==> config.mk <==
export PLATFORM = sky130hd
export DESIGN_NAME = obbot_select
export DESIGN_NICKNAME = d
export VERILOG_FILES = /design/src/sv/obbot_pkg.sv /design/src/sv/obbot_select.sv
export SDC_FILE = /design/constraint.sdc
export NUM_CORES = 2
export LEC_CHECK = 0
export ABC_AREA = 0
export BUFFER_PORTS_ARGS = -buffer_cell sky130_fd_sc_hd__buf_2
export CAP_MARGIN = 0
export CORE_ASPECT_RATIO = 0.7
export CORE_MARGIN = 2
export CORE_UTILIZATION = 23
export CTS_BUF_LIST = sky130_fd_sc_hd__clkbuf_8
export DETAILED_ROUTE_END_ITERATION = 10
export GPL_TIMING_DRIVEN = 0
export PLACE_DENSITY = 0.46
export SLEW_MARGIN = 20
export SYNTH_ARGS = -nofsm -noshare
export SYNTH_HDL_FRONTEND = slang
export SYNTH_SLANG_ARGS = --single-unit
==> constraint.sdc <==
create_clock -name clk_i -period 15.33 [get_ports clk_i]
set_input_delay 0.7665 -clock clk_i [delete_from_list [all_inputs] [get_ports clk_i]]
set_output_delay 0.7665 -clock clk_i [all_outputs]
set_load 0.02 [all_outputs]
==> src/sv/obbot_pkg.sv <==
// ----------------------------------------------------------------------------
// obbot_pkg
// Shared types, constants and the sine lookup for the oriented-box overlap test.
// ----------------------------------------------------------------------------
package obbot_pkg;

  localparam int COORD_FRAC_BITS = 8;
  localparam int TRIG_FRAC_BITS  = 14;
  localparam int TRIG_SHIFT      = 16 - TRIG_FRAC_BITS;

  // Field widths.
  localparam int CW = 24;  // center coordinate
  localparam int SW = 23;  // size
  localparam int AW = 9;   // angle
  localparam int TW = 16;  // trig value, signed

  // Datapath widths.
  localparam int MW  = CW + TW;        // center times axis component
  localparam int PW  = 2 * TW;         // trig times trig
  localparam int DW  = 2 * TRIG_FRAC_BITS + 2;  // magnitude of a trig dot product
  localparam int EW  = SW + DW;        // size times trig dot product
  localparam int PCW = MW + 1 + TRIG_FRAC_BITS + 1;  // scaled center projection
  localparam int LW  = 58;             // span bounds
  localparam int OW  = LW + 1;         // overlap

  localparam int IN_TDATA_W  = 208;
  localparam int OUT_TDATA_W = 72;

  localparam logic [31:0] OVERLAP_MAX = 32'h7FFF_FFFF;
  localparam int          RND_SHIFT   = 2 * TRIG_FRAC_BITS + 1;

  typedef struct packed {
    logic signed [CW-1:0] cx;
    logic signed [CW-1:0] cy;
    logic [SW-1:0]        w;
    logic [SW-1:0]        h;
    logic signed [TW-1:0] c;
    logic signed [TW-1:0] s;
  } box_t;

  typedef struct packed {
    logic signed [TW-1:0] x;
    logic signed [TW-1:0] y;
  } axis_t;

  // Load enables of the eight pipeline stages.
  typedef struct packed {
    logic ld_trig;
    logic ld_mul;
    logic ld_sum;
    logic ld_ext;
    logic ld_span;
    logic ld_ov;
    logic ld_pick;
    logic ld_out;
  } stage_ld_t;

  // Quarter-wave sine, 16 fraction bits.
  localparam logic [16:0] SIN_Q16 [91] = '{
    17'd0,     17'd1144,  17'd2287,  17'd3430,  17'd4572,  17'd5712,  17'd6850,
    17'd7987,  17'd9121,  17'd10252, 17'd11380, 17'd12505, 17'd13626, 17'd14742,
    17'd15855, 17'd16962, 17'd18064, 17'd19161, 17'd20252, 17'd21336, 17'd22415,
    17'd23486, 17'd24550, 17'd25607, 17'd26656, 17'd27697, 17'd28729, 17'd29753,
    17'd30767, 17'd31772, 17'd32768, 17'd33754, 17'd34729, 17'd35693, 17'd36647,
    17'd37590, 17'd38521, 17'd39441, 17'd40348, 17'd41243, 17'd42126, 17'd42995,
    17'd43852, 17'd44695, 17'd45525, 17'd46341, 17'd47143, 17'd47930, 17'd48703,
    17'd49461, 17'd50203, 17'd50931, 17'd51643, 17'd52339, 17'd53020, 17'd53684,
    17'd54332, 17'd54963, 17'd55578, 17'd56175, 17'd56756, 17'd57319, 17'd57865,
    17'd58393, 17'd58903, 17'd59396, 17'd59870, 17'd60326, 17'd60764, 17'd61183,
    17'd61584, 17'd61966, 17'd62328, 17'd62672, 17'd62997, 17'd63303, 17'd63589,
    17'd63856, 17'd64104, 17'd64332, 17'd64540, 17'd64729, 17'd64898, 17'd65048,
    17'd65177, 17'd65287, 17'd65376, 17'd65446, 17'd65496, 17'd65526, 17'd65536
  };

  // Sine of a reduced angle (0..359) with TRIG_FRAC_BITS fraction bits.
  function automatic logic signed [TW-1:0] sin_deg(input logic [AW-1:0] a);
    logic [6:0]  idx;
    logic        neg;
    logic [16:0] raw;
    logic [16:0] mag;
    if (a <= 9'd90) begin
      idx = a[6:0];
      neg = 1'b0;
    end else if (a <= 9'd180) begin
      idx = 7'(9'd180 - a);
      neg = 1'b0;
    end else if (a <= 9'd270) begin
      idx = 7'(a - 9'd180);
      neg = 1'b1;
    end else begin
      idx = 7'(9'd360 - a);
      neg = 1'b1;
    end
    raw = SIN_Q16[idx];
    mag = (raw + (17'd1 << (TRIG_SHIFT - 1))) >> TRIG_SHIFT;
    return neg ? -$signed(TW'(mag)) : $signed(TW'(mag));
  endfunction

  // Reduce an angle modulo 360 (input never exceeds 2 * 360).
  function automatic logic [AW-1:0] wrap_deg(input logic [AW:0] a);
    return (a >= 10'd360) ? AW'(a - 10'd360) : AW'(a);
  endfunction

endpackage

==> src/sv/obbot_select.sv <==
// ----------------------------------------------------------------------------
// obbot_select
// Forms the four overlaps, picks the smallest accepted one and rounds it.
// ----------------------------------------------------------------------------
module obbot_select (
  input  logic                            clk_i,
  input  obbot_pkg::stage_ld_t            ld_i,
  input  logic signed [obbot_pkg::LW-1:0] lo_a_i [4],
  input  logic signed [obbot_pkg::LW-1:0] hi_a_i [4],
  input  logic signed [obbot_pkg::LW-1:0] lo_b_i [4],
  input  logic signed [obbot_pkg::LW-1:0] hi_b_i [4],
  input  obbot_pkg::axis_t                axes_i [4],
  output logic                            collides_o,
  output logic signed [31:0]              min_overlap_o,
  output obbot_pkg::axis_t                axis_o
);

  localparam int OW = obbot_pkg::OW;

  // Stage 6: interval overlap on each axis.
  logic signed [OW-1:0] ov_d [4];
  logic signed [OW-1:0] ov_q [4];
  obbot_pkg::axis_t     ax6_q [4];

  always_comb begin
    for (int i = 0; i < 4; i++) begin
      ov_d[i] = OW'((hi_a_i[i] < hi_b_i[i]) ? hi_a_i[i] : hi_b_i[i])
              - OW'((lo_a_i[i] > lo_b_i[i]) ? lo_a_i[i] : lo_b_i[i]);
    end
  end

  always_ff @(posedge clk_i) begin
    if (ld_i.ld_ov) begin
      ov_q  <= ov_d;
      ax6_q <= axes_i;
    end
  end

  // Stage 7: axes before the first negative overlap are accepted; the
  // smallest of those wins, the earlier one on a tie.
  logic [3:0]           acc;
  logic                 sel01, sel23, sel_l;
  logic signed [OW-1:0] ov01, ov23, best_d, best_q;
  obbot_pkg::axis_t     ax01, ax23, ax_d, ax7_q;
  logic                 found_d, found_q, hit_q;

  always_comb begin
    acc[0]  = !ov_q[0][OW-1];
    acc[1]  = acc[0] && !ov_q[1][OW-1];
    acc[2]  = acc[1] && !ov_q[2][OW-1];
    acc[3]  = acc[2] && !ov_q[3][OW-1];
    sel01   = !acc[1] || (ov_q[0] <= ov_q[1]);
    sel23   = !acc[3] || (ov_q[2] <= ov_q[3]);
    ov01    = sel01 ? ov_q[0] : ov_q[1];
    ax01    = sel01 ? ax6_q[0] : ax6_q[1];
    ov23    = sel23 ? ov_q[2] : ov_q[3];
    ax23    = sel23 ? ax6_q[2] : ax6_q[3];
    sel_l   = !acc[2] || (ov01 <= ov23);
    best_d  = sel_l ? ov01 : ov23;
    ax_d    = sel_l ? ax01 : ax23;
    found_d = acc[0];
  end

  always_ff @(posedge clk_i) begin
    if (ld_i.ld_pick) begin
      best_q  <= best_d;
      ax7_q   <= ax_d;
      found_q <= found_d;
      hit_q   <= acc[3];
    end
  end

  // Stage 8: round half up to coordinate units and saturate.
  logic [OW:0]      rnd;
  logic [OW-obbot_pkg::RND_SHIFT:0] q;
  logic [31:0]      rep_d;
  obbot_pkg::axis_t ax_out_d;
  logic             coll_q;
  logic [31:0]      rep_q;
  obbot_pkg::axis_t ax_out_q;

  always_comb begin
    rnd = (OW+1)'(unsigned'(best_q)) + ((OW+1)'(1) << (obbot_pkg::RND_SHIFT - 1));
    q   = rnd[OW:obbot_pkg::RND_SHIFT];
    if (!found_q) begin
      rep_d = obbot_pkg::OVERLAP_MAX;
    end else if (q > ($bits(q))'(obbot_pkg::OVERLAP_MAX)) begin
      rep_d = obbot_pkg::OVERLAP_MAX;
    end else begin
      rep_d = 32'(q);
    end
    ax_out_d = found_q ? ax7_q : '0;
  end

  always_ff @(posedge clk_i) begin
    if (ld_i.ld_out) begin
      coll_q   <= hit_q;
      rep_q    <= rep_d;
      ax_out_q <= ax_out_d;
    end
  end

  assign collides_o    = coll_q;
  assign min_overlap_o = $signed(rep_q);
  assign axis_o        = ax_out_q;

endmodule

# [Word level (Yosys, flattened, before mapping)]
# Index checks and enable logic that the tools add are counted.
[word_totals] ff_bits=522 latchBits=0 ram_bits=0 romBits=0 inputBits=1065 out_inout_bits=65 wordCells=68 mem_count=0
[op_classes] n_addsub=5 multipliers=0 n_div=0 n_lt_le_gt_ge=12 eq_ne=0 shifts=0 muxes=14 bitwise_logic=1 n_reduce_logical=14
[ops] op="two-way mux 59 bit" count=11
[ops] op="subtractor 59 bit" count=4
[ops] op="greater-than comparator 58 bit" count=4
[ops] op="less-than comparator 58 bit" count=4
[ops] op="<= comparator 59 bit" count=3
[ops] op="two-way mux 32 bit" count=3
[ops] op="adder 59 x 29 -> 60 bit (second input constant)" count=1
[ops] op="greater-than comparator 31 bit (second input constant)" count=1
[ops] op="zero test 1 bit" count=7
[ops] op="logical AND 1 bit" count=3
[ops] op="logical OR 1 bit" count=3
[ops] op="OR reduction 2 bit" count=1
[ops] op="inverter 1 bit" count=1

# [Logic depth before layout (Yosys ltp)]
[depth] ltp_word=10 depth_mapped=29 mapped_depth_nobuf=26

# [Worst setup path before layout]
# Ideal clock, no wire load.
[synth_path] kind="input to register" from="input port lo_b_i[27] (netlist name)" to="register ov_q[55] (netlist name) (data pin)" arrival_ns=6.208 required_ns=15.072 slack_ns=8.864 stages=26 path_buffers=2 cell_sequence="inv_1 > ha_1 > a21o_1 > a21o_1 > a21oi_1 > o21ai_1 > a221oi_1 > o21ai_0 > a41o_1 > nor4_1 > mux2i_1 > clkbuf_1 > clkbuf_1 > a21oi_1 > ha_1 > a211oi_1 > nor2_1 > o41ai_1 > o22ai_2 > a221oi_4 > o31ai_2 > a41o_1 > o41a_1 > a21o_1 > a21oi_1 > xnor2_1"
[synth_rtl] item="from (decl)" line="obbot_select.sv:10" source="input logic signed [obbot_pkg::LW-1:0] lo_b_i [4],"
[synth_rtl] item="to (signal assigned)" line="obbot_select.sv:34" source="ov_q <= ov_d;"
[synth_rtl] item="to (decl)" line="obbot_select.sv:22" source="logic signed [OW-1:0] ov_q [4];"

==> flow_metrics.tcl <==
set metrics [dict create \
    drive_gt1_frac 0.211 \
    grt_pass1_wl_um 381000 \
    insertion_delay_ps 790 \
    via_per_inst 5.06 \
    cts_sinks 493 \
    gp_congestion 0.942 \
    antenna_found_initial 67 \
    worst_pin_slew_ps 1270 \
    syn_inst 6431 \
    die_height_um 423 \
    synthesis.area_um2 57700 \
    total_power_uw 9210 \
    ir_worst_vdd_v 0.0000593 \
    die-area_um2 255000 \
    drc 0 \
    die_w_um 602 \
    setup_tns_ps 0 \
    whs_ps 143 \
    rows 153 \
    leakage_uw 0.0329 \
    postCtsSetupBuffers 0 \
    worstPathRequired_ps 15870 \
    worstSetupPathType "input port to register" \
    grt_usage 0.202 \
    finalSetupViolations 0 \
    worstSetupEndpointType "register" \
    yosys.area.top_type_share 0.257 \
    synth_edf_count 493 \
    dp_hpwl_um 233000 \
    fmax_mhz 119 \
    ys_ff_latch 493 \
    cts_htree_levels 3 \
    skew_ps 50.6 \
    cts_resized 0 \
    grt_pass1_vias 53900 \
    arrival_ps 8930 \
    synthArstFlopShare 0 \
    crit_fanout 10 \
    grt_overflow 0 \
    hold_viol_final 0 \
    core_um2 249000 \
    maxSlewHeadroom 0.152 \
    drt_iter0_drc 5013 \
    ioPinCount 1130 \
    slew_viol_final 0 \
    synth_largest_area_cell "edfxtp_1" \
    cts_tree "yes" \
    clk_path_buf_depth 3 \
    synthTopCellsByArea "edfxtp_1, ha_1, mux2i_1" \
    root_buffer "clkbuf_8" \
    syn-num-nets 8371 \
    seq_area_frac_synth 0.257 \
    vias 56200 \
    wl_per_cell_um 24.3 \
    outcome "finished clean" \
    nFillCells 26800 \
    synthFlopType "edfxtp_1" \
    worstRegToRegCells 24 \
    p_per_area_nw_per_um2 132 \
    totalWireLength_um 271000 \
    cts_buffers 94 \
    syn_area_per_cell_um2 8.96 \
    min_path_type "input port to register" \
    yosysWarnings 0 \
    yosysUniqueCellTypes 94 \
    start_util 0.232 \
    clkTransAtPathRegs_ps 70 \
    first_pass_iters 9 \
    grt_max_degree 100 \
    syn2layout_area_growth_pct 21.5 \
    fin_crit_sh 0.547 \
    maxCapViolCount 0 \
    period_needed_ps 8390 \
    ant_nets 0 \
    whs_path_depth 1 \
    place.port_buffers 1123 \
    cts_hold_buffers 0 \
    startpoint_type "input port" \
    nets 9622 \
    rsz0062_at_grt "no" \
]
[routing by layer]
metal  GRT usage  part of all wire
met5           0            0.0011
met4      0.0298             0.013
met3      0.0393             0.068
met2       0.310              0.43
met1       0.296              0.48
[worst max-delay path, stage by stage]
cell	delay, ps
buf_2	100
inv_1	40
ha_1	260
a21oi_1	50
nor2b_1	90
o21ai_0	80
a21oi_1	160
nor3_1	90
o41ai_1	860
a21oi_1	330
o21ai_1	280
mux2i_1	900
buf_2	400
buf_2	480
mux2i_1	160
ha_1	250
fa_1	410
nor2b_1	120
o21ai_0	100
o21ai_0	620
a41o_1	340
a21oi_1	180
nor4_1	540
o21ai_0	380
o31ai_1	440
a31o_2	230
a21oi_1	80
xnor2_1	160
[worst paths after layout]
| path | start | to | slack [ps] |
|---|---|---|---|
| worst max-delay path | hi_b_i[117] | ov_q[164] | 6940 |
| worst min-delay path | axes_i[6] | ax6_q[6] | 140 |
| worst max register to register | ov_q[176] | ax7_q[9] | 6980 |
| worst min register to register | hit_q | collides_o | 420 |
[cell usage in the layout, fill, tap and decap left out, types with 38 or more instances in the layout]
master | Yosys | layout
buf_2 | 56 | 1193
ha_1 | 871 | 871
inv_1 | 662 | 684
edfxtp_1 | 493 | 493
mux2i_1 | 451 | 450
a21oi_1 | 431 | 431
o21ai_0 | 385 | 383
a21o_1 | 380 | 380
nand2_1 | 325 | 325
nor2_1 | 316 | 316
clkbuf_1 | 210 | 210
mux2_2 | 200 | 200
nand4_1 | 165 | 165
nand3_1 | 143 | 143
xnor2_1 | 141 | 141
clkbuf_8 | 0 | 94
xor2_1 | 87 | 87
o31ai_1 | 79 | 79
or3_1 | 72 | 72
nor2b_1 | 68 | 68
a221o_1 | 67 | 67
nor3_1 | 64 | 64
nand3b_1 | 59 | 59
a22o_1 | 58 | 58
a222oi_1 | 56 | 56
and3_1 | 47 | 47
and2_1 | 44 | 44
nand2b_1 | 42 | 42
a211oi_1 | 40 | 40
o21a_1 | 38 | 38
a2111oi_2 | 1 | 38
[registers in the layout, indices dropped and copies added (netlist names)]
register	flops
axis_o	32
ov_q	236
ax7_q	32
best_q	31
hit_q	1
found_q	1
ax6_q	128
collides_o	1
min_overlap_o	31
[per-stage QoR]
stage / utilization / cell area [µm²] / worst slack (ps) / instances
global route: 0.281 / 70000 / 6340 / 11100
detailed placement: 0.273 / 68000 / 6360 / 10900
global placement: 0.271 / 67400 / 5660 / 10900
finish: 0.281 / 70000 / 6940 / 11100
CTS: 0.281 / 69900 / 6650 / 11100
floorplan: - / 57700 / 8860 / 6431
[area by class of cell]
type	instances	area, µm²	area share
Clock inverter	76	626	0.00893
Sequential cell	493	14800	0.211
Tap cell	3332	4170	0.0595
Inverter	662	2480	0.0355
Multi-Input combinational cell	4992	39400	0.563
Buffer	284	1180	0.0169
Antenna cell	32	80.1	0.00114
Clock buffer	94	1290	0.0185
Timing Repair Buffer	1155	5950	0.0849
[Yosys cell counts, types with 14 or more instances]
cell type,number
o21ai_1,15
o21bai_1,29
nand3b_1,59
or4_1,14
mux2i_1,451
a211oi_1,40
o21a_1,38
nor2b_1,68
a21oi_1,431
nor4_1,18
nand4_1,165
nand2b_1,42
nor2_1,316
inv_1,662
a31oi_1,31
or3_1,72
mux2_2,200
nand3_1,143
and3_1,47
a2111oi_0,60
and4_1,19
xnor2_1,141
and2_1,44
nand2_1,325
nor3_1,64
a221o_1,67
a21o_1,380
xor2_1,87
clkbuf_1,210
a22o_1,58
o211ai_1,21
o31ai_1,79
ha_1,871
buf_2,56
edfxtp_1,493
a222oi_1,56
o21ai_0,385
[power by group]
group / switching [µW] / internal, µW
registers: 396 / 2070
logic: 3350 / 2020
clock network: 634 / 735
[cells by family after synthesis]
group | share of synthesized area
AOI/OAI and AO/OA | 0.211
xor gates and xnor gates | 0.0346
adders and majority gates | 0.190
buffers and inverters | 0.0636
DFF | 0.257
muxes | 0.118
other | 0.0000650
and+or+nand+nor | 0.125
(Power assumes the default switching activity.)
